**src/hw/rtl/lmsp_pkg.sv**
```systemverilog
package lmsp_pkg;

  localparam int unsigned NumTaps  = 4;
  localparam int unsigned MaxDelay = 16;
  localparam int unsigned TapRegs  = 4;

  localparam int unsigned SmpW    = 16;
  localparam int unsigned ErrW    = 17;
  localparam int unsigned CoefW   = 24;
  localparam int unsigned StepW   = 16;
  localparam int unsigned DlyW    = 5;
  localparam int unsigned IdxW    = 32;
  localparam int unsigned DataW   = 32;
  localparam int unsigned PaddrW  = 5;

  localparam int unsigned TapIdxW = (NumTaps > 1) ? $clog2(NumTaps) : 1;
  localparam int unsigned PtrW    = (MaxDelay > 1) ? $clog2(MaxDelay) : 1;
  // Wide enough for any delay register value and for MaxDelay itself.
  localparam int unsigned DlyCmpW = 7;
  localparam int unsigned SeqCntW = $clog2(NumTaps + 2);

  localparam int unsigned ProdW = CoefW + SmpW;
  localparam int unsigned AccW  = ProdW + TapIdxW;
  localparam int unsigned MuW   = StepW + 1 + ErrW;
  localparam int unsigned UpdW  = MuW + SmpW;

  localparam int unsigned EstShift = 20;
  localparam int unsigned UpdShift = 26;

  typedef enum logic [2:0] {
    RegStepSize  = 3'd0,
    RegTap0Delay = 3'd1,
    RegTap1Delay = 3'd2,
    RegTap2Delay = 3'd3,
    RegTap3Delay = 3'd4
  } reg_idx_e;

  typedef logic [TapRegs-1:0][DlyW-1:0] tap_delay_t;

  typedef enum logic [5:0] {
    StIdle = 6'b000001,
    StMac  = 6'b000010,
    StEst  = 6'b000100,
    StMu   = 6'b001000,
    StUpd  = 6'b010000,
    StFin  = 6'b100000
  } lmsp_state_e;

  typedef struct packed {
    logic               start;
    logic               rd_en;
    logic [TapIdxW-1:0] rd_tap;
    logic               mul_en;
    logic [TapIdxW-1:0] mul_tap;
    logic               acc_en;
    logic               est_en;
    logic               mu_en;
    logic               umul_en;
    logic [TapIdxW-1:0] umul_tap;
    logic               upd_en;
    logic [TapIdxW-1:0] upd_tap;
    logic               fin_en;
  } dp_cmd_t;

  typedef struct packed {
    logic out_free;
  } dp_status_t;

endpackage

```
**src/hw/rtl/lmsp_ram.sv**
```systemverilog
module lmsp_ram #(
  parameter int unsigned Width = 16,
  parameter int unsigned Depth = 16,
  localparam int unsigned AddrW = (Depth > 1) ? $clog2(Depth) : 1
) (
  input  logic             clk_i,
  input  logic             we_i,
  input  logic [AddrW-1:0] waddr_i,
  input  logic [Width-1:0] wdata_i,
  input  logic             re_i,
  input  logic [AddrW-1:0] raddr_i,
  output logic [Width-1:0] rdata_o
);

  logic [Width-1:0] mem_q [Depth];
  logic [Width-1:0] rdata_q;

  always_ff @(posedge clk_i) begin
    if (we_i) begin
      mem_q[waddr_i] <= wdata_i;
    end
    if (re_i) begin
      rdata_q <= mem_q[raddr_i];
    end
  end

  assign rdata_o = rdata_q;

endmodule

```
**src/hw/rtl/lmsp_regs.sv**
```systemverilog
module lmsp_regs (
  input  logic                        clk_i,
  input  logic                        rst_ni,
  input  logic                        psel,
  input  logic                        penable,
  input  logic                        pwrite,
  input  logic [lmsp_pkg::PaddrW-1:0] paddr,
  input  logic [lmsp_pkg::DataW-1:0]  pwdata,
  output logic [lmsp_pkg::DataW-1:0]  prdata,
  output logic                        pready,
  output logic [lmsp_pkg::StepW-1:0]  step_size_o,
  output lmsp_pkg::tap_delay_t        tap_delay_o
);
  import lmsp_pkg::*;

  logic [StepW-1:0] step_q;
  tap_delay_t       tap_q;
  reg_idx_e         idx;
  logic             wr;

  assign idx    = reg_idx_e'(paddr[PaddrW-1:2]);
  assign wr     = psel & penable & pwrite;
  assign pready = 1'b1;

  always_ff @(posedge clk_i or negedge rst_ni) begin
    if (!rst_ni) begin
      step_q <= '0;
      for (int k = 0; k < TapRegs; k++) begin
        tap_q[k] <= DlyW'(k + 1);
      end
    end else if (wr) begin
      unique case (idx)
        RegStepSize:  step_q   <= pwdata[StepW-1:0];
        RegTap0Delay: tap_q[0] <= pwdata[DlyW-1:0];
        RegTap1Delay: tap_q[1] <= pwdata[DlyW-1:0];
        RegTap2Delay: tap_q[2] <= pwdata[DlyW-1:0];
        RegTap3Delay: tap_q[3] <= pwdata[DlyW-1:0];
        default: ;
      endcase
    end
  end

  always_comb begin
    unique case (idx)
      RegStepSize:  prdata = DataW'(step_q);
      RegTap0Delay: prdata = DataW'(tap_q[0]);
      RegTap1Delay: prdata = DataW'(tap_q[1]);
      RegTap2Delay: prdata = DataW'(tap_q[2]);
      RegTap3Delay: prdata = DataW'(tap_q[3]);
      default:      prdata = '0;
    endcase
  end

  assign step_size_o = step_q;
  assign tap_delay_o = tap_q;

endmodule

```
**src/hw/rtl/lmsp_ctrl.sv**
```systemverilog
module lmsp_ctrl (
  input  logic                 clk_i,
  input  logic                 rst_ni,
  input  logic                 in_valid_i,
  output logic                 in_ready_o,
  input  lmsp_pkg::dp_status_t status_i,
  output lmsp_pkg::dp_cmd_t    cmd_o
);
  import lmsp_pkg::*;

  localparam logic [SeqCntW-1:0] CntTaps    = SeqCntW'(NumTaps);
  localparam logic [SeqCntW-1:0] CntMacLast = SeqCntW'(NumTaps + 1);
  localparam logic [SeqCntW-1:0] CntOne     = SeqCntW'(1);
  localparam logic [SeqCntW-1:0] CntTwo     = SeqCntW'(2);

  lmsp_state_e        state_q, state_d;
  logic [SeqCntW-1:0] cnt_q, cnt_d;
  logic [SeqCntW-1:0] cnt_m1;

  assign cnt_m1 = cnt_q - CntOne;

  always_comb begin
    state_d        = state_q;
    cnt_d          = cnt_q;
    cmd_o          = '0;
    cmd_o.rd_tap   = cnt_q[TapIdxW-1:0];
    cmd_o.mul_tap  = cnt_m1[TapIdxW-1:0];
    cmd_o.umul_tap = cnt_q[TapIdxW-1:0];
    cmd_o.upd_tap  = cnt_m1[TapIdxW-1:0];
    unique case (state_q)
      StIdle: begin
        if (in_valid_i) begin
          cmd_o.start = 1'b1;
          cnt_d       = '0;
          state_d     = StMac;
        end
      end
      StMac: begin
        cmd_o.rd_en  = (cnt_q < CntTaps);
        cmd_o.mul_en = (cnt_q >= CntOne) && (cnt_q <= CntTaps);
        cmd_o.acc_en = (cnt_q >= CntTwo);
        if (cnt_q == CntMacLast) begin
          cnt_d   = '0;
          state_d = StEst;
        end else begin
          cnt_d = cnt_q + CntOne;
        end
      end
      StEst: begin
        cmd_o.est_en = 1'b1;
        state_d      = StMu;
      end
      StMu: begin
        cmd_o.mu_en = 1'b1;
        cnt_d       = '0;
        state_d     = StUpd;
      end
      StUpd: begin
        cmd_o.umul_en = (cnt_q < CntTaps);
        cmd_o.upd_en  = (cnt_q >= CntOne);
        if (cnt_q == CntTaps) begin
          cnt_d   = '0;
          state_d = StFin;
        end else begin
          cnt_d = cnt_q + CntOne;
        end
      end
      StFin: begin
        if (status_i.out_free) begin
          cmd_o.fin_en = 1'b1;
          state_d      = StIdle;
        end
      end
      default: begin
        state_d = StIdle;
      end
    endcase
  end

  always_ff @(posedge clk_i or negedge rst_ni) begin
    if (!rst_ni) begin
      state_q <= StIdle;
      cnt_q   <= '0;
    end else begin
      state_q <= state_d;
      cnt_q   <= cnt_d;
    end
  end

  assign in_ready_o = (state_q == StIdle);

endmodule

```
**src/hw/rtl/lmsp_dp.sv**
```systemverilog
module lmsp_dp (
  input  logic                              clk_i,
  input  logic                              rst_ni,
  input  logic signed [lmsp_pkg::SmpW-1:0]  sample_in_i,
  input  logic        [lmsp_pkg::StepW-1:0] step_size_i,
  input  lmsp_pkg::tap_delay_t              tap_delay_i,
  input  lmsp_pkg::dp_cmd_t                 cmd_i,
  output lmsp_pkg::dp_status_t              status_o,
  input  logic                              out_ready_i,
  output logic                              out_valid_o,
  output logic        [lmsp_pkg::IdxW-1:0]  sample_index_o,
  output logic signed [lmsp_pkg::SmpW-1:0]  sample_echo_o,
  output logic signed [lmsp_pkg::SmpW-1:0]  estimate_o,
  output logic signed [lmsp_pkg::ErrW-1:0]  pred_error_o,
  output logic signed [lmsp_pkg::CoefW-1:0] coef_0_o,
  output logic signed [lmsp_pkg::CoefW-1:0] coef_1_o,
  output logic signed [lmsp_pkg::CoefW-1:0] coef_2_o,
  output logic signed [lmsp_pkg::CoefW-1:0] coef_3_o
);
  import lmsp_pkg::*;

  localparam logic signed [AccW-1:0]  EstHalf = AccW'(1) << (EstShift - 1);
  localparam logic signed [AccW-1:0]  EstMax  = AccW'((1 << (SmpW - 1)) - 1);
  localparam logic signed [AccW-1:0]  EstMin  = -EstMax - AccW'(1);
  localparam logic signed [UpdW-1:0]  UpdHalf = UpdW'(1) << (UpdShift - 1);
  localparam logic signed [UpdW-1:0]  CoefMax = UpdW'((1 << (CoefW - 1)) - 1);
  localparam logic signed [UpdW-1:0]  CoefMin = -CoefMax - UpdW'(1);
  localparam logic [DlyCmpW-1:0]      DlyOne  = DlyCmpW'(1);
  localparam logic [DlyCmpW-1:0]      DlyMax  = DlyCmpW'(MaxDelay);
  localparam logic [PtrW-1:0]         PtrLast = PtrW'(MaxDelay - 1);

  logic signed [SmpW-1:0]  sample_q;
  logic [PtrW-1:0]         wp_q;
  logic [MaxDelay-1:0]     hist_valid_q;
  logic                    hv_rd_q;
  logic [IdxW-1:0]         count_q;
  logic signed [CoefW-1:0] coef_q [NumTaps];
  logic signed [SmpW-1:0]  hist_lane_q [NumTaps];
  logic signed [ProdW-1:0] prod_q;
  logic signed [AccW-1:0]  acc_q;
  logic signed [SmpW-1:0]  est_q;
  logic signed [ErrW-1:0]  err_q;
  logic signed [MuW-1:0]   mu_q;
  logic signed [UpdW-1:0]  prod2_q;
  logic                    out_valid_q;
  logic [IdxW-1:0]         out_idx_q;
  logic signed [SmpW-1:0]  out_echo_q;
  logic signed [SmpW-1:0]  out_est_q;
  logic signed [ErrW-1:0]  out_err_q;
  logic signed [CoefW-1:0] out_coef_q [TapRegs];

  logic [DlyW-1:0]         dly_used [NumTaps];
  logic signed [CoefW-1:0] coef_full [TapRegs];
  logic [DlyCmpW-1:0]      dly_raw, dly_eff, wp_ext, addr_ext;
  logic [PtrW-1:0]         raddr;
  logic [SmpW-1:0]         ram_rdata;
  logic signed [SmpW-1:0]  hist_val;
  logic signed [AccW-1:0]  est_rnd, est_sh;
  logic signed [SmpW-1:0]  est_sat;
  logic signed [ErrW-1:0]  err_val;
  logic signed [UpdW-1:0]  upd_rnd, upd_sh, coef_sum;
  logic signed [CoefW-1:0] coef_sat;

  for (genvar k = 0; k < NumTaps; k++) begin : g_dly
    assign dly_used[k] = tap_delay_i[k];
  end

  for (genvar k = 0; k < TapRegs; k++) begin : g_coef
    if (k < NumTaps) begin : g_used
      assign coef_full[k] = coef_q[k];
    end else begin : g_unused
      assign coef_full[k] = '0;
    end
  end

  // A delay of zero reads as one and a delay beyond the line reads its oldest entry.
  always_comb begin
    dly_raw = DlyCmpW'(dly_used[cmd_i.rd_tap]);
    if (dly_raw == '0) begin
      dly_eff = DlyOne;
    end else if (dly_raw > DlyMax) begin
      dly_eff = DlyMax;
    end else begin
      dly_eff = dly_raw;
    end
    wp_ext = DlyCmpW'(wp_q);
    if (wp_ext >= dly_eff) begin
      addr_ext = wp_ext - dly_eff;
    end else begin
      addr_ext = wp_ext + DlyMax - dly_eff;
    end
    raddr = addr_ext[PtrW-1:0];
  end

  lmsp_ram #(
    .Width (SmpW),
    .Depth (MaxDelay)
  ) u_hist_ram (
    .clk_i   (clk_i),
    .we_i    (cmd_i.fin_en),
    .waddr_i (wp_q),
    .wdata_i (sample_q),
    .re_i    (cmd_i.rd_en),
    .raddr_i (raddr),
    .rdata_o (ram_rdata)
  );

  assign hist_val = hv_rd_q ? $signed(ram_rdata) : '0;

  always_comb begin
    est_rnd = acc_q + EstHalf;
    est_sh  = est_rnd >>> EstShift;
    if (est_sh > EstMax) begin
      est_sat = EstMax[SmpW-1:0];
    end else if (est_sh < EstMin) begin
      est_sat = EstMin[SmpW-1:0];
    end else begin
      est_sat = est_sh[SmpW-1:0];
    end
    err_val = ErrW'(sample_q) - ErrW'(est_sat);
  end

  always_comb begin
    upd_rnd  = prod2_q + UpdHalf;
    upd_sh   = upd_rnd >>> UpdShift;
    coef_sum = UpdW'(coef_q[cmd_i.upd_tap]) + upd_sh;
    if (coef_sum > CoefMax) begin
      coef_sat = CoefMax[CoefW-1:0];
    end else if (coef_sum < CoefMin) begin
      coef_sat = CoefMin[CoefW-1:0];
    end else begin
      coef_sat = coef_sum[CoefW-1:0];
    end
  end

  always_ff @(posedge clk_i or negedge rst_ni) begin
    if (!rst_ni) begin
      wp_q         <= '0;
      hist_valid_q <= '0;
      hv_rd_q      <= 1'b0;
      count_q      <= '0;
      out_valid_q  <= 1'b0;
      for (int k = 0; k < NumTaps; k++) begin
        coef_q[k] <= '0;
      end
    end else begin
      if (cmd_i.rd_en) begin
        hv_rd_q <= hist_valid_q[raddr];
      end
      if (cmd_i.upd_en) begin
        coef_q[cmd_i.upd_tap] <= coef_sat;
      end
      if (cmd_i.fin_en) begin
        hist_valid_q[wp_q] <= 1'b1;
        wp_q               <= (wp_q == PtrLast) ? '0 : wp_q + PtrW'(1);
        count_q            <= count_q + IdxW'(1);
        out_valid_q        <= 1'b1;
      end else if (out_valid_q && out_ready_i) begin
        out_valid_q <= 1'b0;
      end
    end
  end

  always_ff @(posedge clk_i) begin
    if (cmd_i.start) begin
      sample_q <= sample_in_i;
      acc_q    <= '0;
    end else if (cmd_i.acc_en) begin
      acc_q <= acc_q + AccW'(prod_q);
    end
    if (cmd_i.mul_en) begin
      prod_q                   <= coef_q[cmd_i.mul_tap] * hist_val;
      hist_lane_q[cmd_i.mul_tap] <= hist_val;
    end
    if (cmd_i.est_en) begin
      est_q <= est_sat;
      err_q <= err_val;
    end
    if (cmd_i.mu_en) begin
      mu_q <= $signed({1'b0, step_size_i}) * err_q;
    end
    if (cmd_i.umul_en) begin
      prod2_q <= mu_q * hist_lane_q[cmd_i.umul_tap];
    end
    if (cmd_i.fin_en) begin
      out_idx_q  <= count_q;
      out_echo_q <= sample_q;
      out_est_q  <= est_q;
      out_err_q  <= err_q;
      for (int k = 0; k < TapRegs; k++) begin
        out_coef_q[k] <= coef_full[k];
      end
    end
  end

  assign status_o.out_free = !out_valid_q || out_ready_i;

  assign out_valid_o    = out_valid_q;
  assign sample_index_o = out_idx_q;
  assign sample_echo_o  = out_echo_q;
  assign estimate_o     = out_est_q;
  assign pred_error_o   = out_err_q;
  assign coef_0_o       = out_coef_q[0];
  assign coef_1_o       = out_coef_q[1];
  assign coef_2_o       = out_coef_q[2];
  assign coef_3_o       = out_coef_q[3];

endmodule

```
**src/hw/rtl/lms_sparse_tap_predictor.sv**
```systemverilog
// Adaptive linear predictor with configurable sparse taps, trained by LMS. Each accepted
// sample yields one result holding the running sample index, the sample itself, the
// estimate made with the coefficients as they stood before the transfer, the prediction
// error and the coefficients after their update. For each sample the taps are visited one
// at a time, first through the history memory read port and the multiply-accumulate
// stage for the estimate, then through the update multiplier for the coefficients. A
// finished result waits in an output register and does not hold up the next input
// transfer; only the final write-back of a second sample waits for it to be taken.
// History and coefficients read as zero after reset, with no clearing pass.
// Configuration is written through the APB port; the user must write it only while
// the block is idle, and the block itself does not enforce this.
module lms_sparse_tap_predictor (
  input  logic                              clk_i,
  input  logic                              rst_ni,
  input  logic                              psel,
  input  logic                              penable,
  input  logic                              pwrite,
  input  logic        [lmsp_pkg::PaddrW-1:0] paddr,
  input  logic        [lmsp_pkg::DataW-1:0] pwdata,
  output logic        [lmsp_pkg::DataW-1:0] prdata,
  output logic                              pready,
  input  logic                              in_valid_i,
  output logic                              in_ready_o,
  input  logic signed [lmsp_pkg::SmpW-1:0]  sample_in_i,
  output logic                              out_valid_o,
  input  logic                              out_ready_i,
  output logic        [lmsp_pkg::IdxW-1:0]  sample_index_o,
  output logic signed [lmsp_pkg::SmpW-1:0]  sample_echo_o,
  output logic signed [lmsp_pkg::SmpW-1:0]  estimate_o,
  output logic signed [lmsp_pkg::ErrW-1:0]  pred_error_o,
  output logic signed [lmsp_pkg::CoefW-1:0] coef_0_o,
  output logic signed [lmsp_pkg::CoefW-1:0] coef_1_o,
  output logic signed [lmsp_pkg::CoefW-1:0] coef_2_o,
  output logic signed [lmsp_pkg::CoefW-1:0] coef_3_o
);
  import lmsp_pkg::*;

  logic [StepW-1:0] step_size;
  tap_delay_t       tap_delay;
  dp_cmd_t          cmd;
  dp_status_t       status;

  lmsp_regs u_regs (
    .clk_i       (clk_i),
    .rst_ni      (rst_ni),
    .psel        (psel),
    .penable     (penable),
    .pwrite      (pwrite),
    .paddr       (paddr),
    .pwdata      (pwdata),
    .prdata      (prdata),
    .pready      (pready),
    .step_size_o (step_size),
    .tap_delay_o (tap_delay)
  );

  lmsp_ctrl u_ctrl (
    .clk_i      (clk_i),
    .rst_ni     (rst_ni),
    .in_valid_i (in_valid_i),
    .in_ready_o (in_ready_o),
    .status_i   (status),
    .cmd_o      (cmd)
  );

  lmsp_dp u_dp (
    .clk_i          (clk_i),
    .rst_ni         (rst_ni),
    .sample_in_i    (sample_in_i),
    .step_size_i    (step_size),
    .tap_delay_i    (tap_delay),
    .cmd_i          (cmd),
    .status_o       (status),
    .out_ready_i    (out_ready_i),
    .out_valid_o    (out_valid_o),
    .sample_index_o (sample_index_o),
    .sample_echo_o  (sample_echo_o),
    .estimate_o     (estimate_o),
    .pred_error_o   (pred_error_o),
    .coef_0_o       (coef_0_o),
    .coef_1_o       (coef_1_o),
    .coef_2_o       (coef_2_o),
    .coef_3_o       (coef_3_o)
  );

  a_busy_after_transfer: assert property (
    @(posedge clk_i) disable iff (!rst_ni)
    (in_valid_i && in_ready_o) |=> !in_ready_o
  ) else $error("input accepted again straight after a transfer");

  a_result_from_writeback: assert property (
    @(posedge clk_i) disable iff (!rst_ni)
    $rose(out_valid_o) |-> $past(cmd.fin_en)
  ) else $error("result presented without a write-back");

  a_error_consistent: assert property (
    @(posedge clk_i) disable iff (!rst_ni)
    out_valid_o |-> (pred_error_o == ($signed({sample_echo_o[SmpW-1], sample_echo_o})
                                    - $signed({estimate_o[SmpW-1], estimate_o})))
  ) else $error("prediction error does not match sample minus estimate");

endmodule
```
**config.mk**
```make
export PLATFORM = sky130hd
export DESIGN_NAME = lms_sparse_tap_predictor
export DESIGN_NICKNAME = d
export VERILOG_FILES = /design/src/hw/rtl/lmsp_pkg.sv /design/src/hw/rtl/lmsp_ram.sv /design/src/hw/rtl/lmsp_regs.sv /design/src/hw/rtl/lmsp_ctrl.sv /design/src/hw/rtl/lmsp_dp.sv /design/src/hw/rtl/lms_sparse_tap_predictor.sv
export SDC_FILE = /design/constraint.sdc
export NUM_CORES = 2
export LEC_CHECK = 0
export ABC_AREA = 1
export BUFFER_PORTS_ARGS = -buffer_cell sky130_fd_sc_hd__buf_2
export CAP_MARGIN = 25
export CORE_MARGIN = 5
export CORE_UTILIZATION = 64
export CTS_CLUSTER_SIZE = 14
export DETAILED_ROUTE_END_ITERATION = 10
export PLACE_DENSITY = 0.82
export SETUP_SLACK_MARGIN = 0.4
export SYNTH_ARGS = -nofsm -noshare
export SYNTH_HDL_FRONTEND = slang
export SYNTH_SLANG_ARGS = --single-unit
```
**constraint.sdc**
```tcl
create_clock -name clk_i -period 16.49 [get_ports clk_i]
set_input_delay 0.8245 -clock clk_i [delete_from_list [all_inputs] [get_ports clk_i]]
set_output_delay 0.8245 -clock clk_i [all_outputs]
set_load 0.01 [all_outputs]
```
==> flow_metrics.tcl <==
set metrics [dict create \
    synth_area_leaders "fa_1 (27%), edfxtp_1 (24%), nand2_1 (9.5%)" \
    synth_largest_area_cell "fa_1" \
    drt-total-wl_um 236000 \
    yosys_warnings 0 \
    rsz0062_at_grt "no" \
    min_path_type "in2async" \
    ys_seq_area_share_pct 31.1 \
    drt_pass1_iterations 6 \
    drive_gt1_share_pct 5.72 \
    synthToLayoutAreaGrowth_pct 7.45 \
    clock_path_buffers 3 \
    crit_fanout 34 \
    io-pin-count 272 \
    dieArea_sq_mm 0.136 \
    fillers 9608 \
    hold_buffers 0 \
    port_buffers 236 \
    die_x_um 368 \
    crit_required_ns 16.93 \
    r2r_cells 27 \
    clock_latency_ns 0.77 \
    grt_pass1_wl_um 372000 \
    routed_via_density 5.82 \
    cts_sinks 898 \
    ant_nets 0 \
    fmax_mhz 103 \
    core_area_sq_mm 0.128 \
    tightestPinTransition_ns 1.16 \
    dpl_worst_slack_ns 7.16 \
    grt_max_degree 91 \
    ys_async_sr_fraction_pct 21.7 \
    via_count 64700 \
    maxSlewViolCount 0 \
    cp-end-kind "flop" \
    path_common_cell "fa_1" \
    numCtsBuffers 94 \
    drcViolationCount 0 \
    cts_root_buf "clkbuf_16" \
    worst_slack_ns 6.78 \
    grt_pass1_vias 67000 \
    cts_setup_buffers 0 \
    ctsResizeCount 0 \
    worst_path_max_delay_cell "dfrtp_2" \
    crit_path_max_incr_delay_ns 0.80 \
    synth_cell_types 55 \
    hold_viol_final 0 \
    startpoint_type "flop" \
    final_nets 11000 \
    die_h_um 368 \
    finClkSkew_ns 0.0819 \
    period_needed_ns 9.71 \
    place_congestion 0.989 \
    antenna_found_initial 6 \
    synth_ff_type "edfxtp_1" \
    overflow 0 \
    setup_viol 0 \
    drt_iter0_markers 6750 \
    netlist_area_sq_mm 0.0822 \
    cap_violations 0 \
    cts_htree_levels 3 \
    finalSetupTns_ns 0 \
    start_util_pct 64.4 \
    outcome "finished, final reports clean" \
    cp.arrival_ns 10.15 \
    postSynthCellCount 9247 \
    avgRoutedWirePerCell_um 21.3 \
    rows 131 \
    cts_tree "built" \
    fin_crit_sh_pct 58.9 \
    cts.reportedPaths.clkPinSlew_ns 0.06 \
    path_class "reg2reg" \
    ys_seq_elements 898 \
    slew_headroom_pct 22.3 \
    synth_edf_count 661 \
    post-dp-hpwl_um 182000 \
    synthDominantCellAreaShare_pct 26.8 \
    grtUsageTotal_pct 35.4 \
    holdWs_ns 0.0646 \
    synth_area_per_cell_sq_um 8.88 \
]
placed cells by master (no fill, tap or decap), drive strengths merged, types with 3 or more instances in the layout:
cell type  Yosys  routed
nor3          67      67
a21boi        16      16
conb           2      17
buf           70     325
clkinvlp       0       5
o21bai        23      23
nor4          16      16
o21ai        385     385
o22ai         68      68
nand3        215     215
o221ai         4       4
a211oi         3       3
xnor2         69      69
dfxtp         42      42
clkinv        25      61
a21o          38      38
nand4         42      42
bufinv         0      13
ha           437     437
o31ai          3       3
o21a          12      12
edfxtp       661     661
dfstp          6       6
a31oi         50      50
o211ai        13      13
a221oi         8       8
dfrtp        189     189
nand2       2089    2089
clkbuf       252     118
or2           17      17
and3           8       8
fa          1100    1100
xor2         157     157
a21oi        245     245
inv         1888    1894
nor2        1016    1016
stage by stage:
| step | instances | utilization, % | instance area (sq um) |
|---|---|---|---|
| finish | 11100 | 69.2 | 88300 |
| global route | 11100 | 69.2 | 88300 |
| CTS | 11100 | 69.2 | 88200 |
| detailed placement | 10900 | 66.6 | 84900 |
| global placement | 10900 | 66.6 | 84900 |
| floorplan | 9262 | - | 82200 |
per-layer routing:
| metal | vias up | global-route usage [%] | wire length (um) | part of all wire (%) |
|---|---|---|---|---|
| li1 | 28500 | - | - | - |
| met1 | 31700 | 45.7 | 87300 | 37 |
| met2 | 3599 | 57.1 | 111000 | 47 |
| met3 | 857 | 6.91 | 23200 | 9.8 |
| met4 | 4 | 19.0 | 14900 | 6.3 |
| met5 | - | 0 | 22 | 0.0093 |
path summary, 6_finish.rpt:
path                                             startpoint                              to  slack [ns]
worst min register to register     u_dp.est_q[15]$_DFFE_PP_   u_dp.estimate_o[15]$_DFFE_PP_        0.42
worst max register to register  u_ctrl.cnt_q[0]$_DFFE_PN0P_       u_dp.prod_q[34]$_DFFE_PP_        6.78
min in group clk_i                           sample_in_i[6]      u_dp.sample_q[6]$_DFFE_PP_        0.25
worst max-delay path            u_ctrl.cnt_q[0]$_DFFE_PN0P_       u_dp.prod_q[34]$_DFFE_PP_        6.78
max in group asynchronous                            rst_ni  u_dp.coef_full[44]$_DFFE_PN0P_       14.08
worst min-delay path                                 rst_ni     u_dp.count_q[5]$_DFFE_PN0P_        0.06
worst max-delay path: cells and delay by family, from the launching register on:
kind	cells	cell delay (ns)
AOI/OAI and AO/OA	4	1.31
xor gates and xnor gates	1	0.15
adders and majority gates	8	4.00
buffers and inverters	9	2.24
DFF	1	0.80
and+or+nand+nor	5	0.84
logic make-up (layout without fill, tap and decap cells):
kind of cell	after synthesis	count (layout)	synth area share, %
flops	898	898	31.1
fa+ha+maj	1537	1537	33.5
buf+inv	2235	2416	10.3
simple gates	3475	3475	16.7
xor+xnor	226	226	2.41
other cells	2	19	0.00914
compound gates	874	874	5.92
flip-flops by register name, indices dropped and copies added (netlist names), 32 cells and up:
name,cells
u_dp.u_hist_ram.mem_q,256
u_dp.coef_full,96
u_dp.out_coef_q,96
u_dp.hist_lane_q,64
u_dp.acc_q,42
u_dp.prod_q,40
u_dp.mu_q,34
u_dp.count_q,32
u_dp.sample_index_o,32
layout make-up:
class | count | area (sq um) | area share [%]
clock inverters | 60 | 825 | 0.934
clock buffers | 117 | 2500 | 2.83
well taps | 1662 | 2080 | 2.36
repair buffers | 326 | 1920 | 2.17
multi-input cells | 6129 | 48200 | 54.6
inverters | 1913 | 7180 | 8.14
diodes | 2 | 5.00 | 0.00567
flip-flops and latches | 898 | 25600 | 29.0
synthesized netlist by cell type (all sizes together) (17+ instances only):
master and number:
nor3 67, nand2 2089, edfxtp 661, nand4 42, ha 437, o22ai 68
xnor2 69, buf 70, or2 17, a21o 38, dfrtp 189, clkinv 25
a31oi 50, inv 1888, a21oi 245, dfxtp 42, nand3 215, clkbuf 252
fa 1100, nor2 1016, xor2 157, o21bai 23, o21ai 385
Power is left out: the tool's default activity adds up to more than one toggle a clock period on the data nets, which glitch-free logic cannot reach.
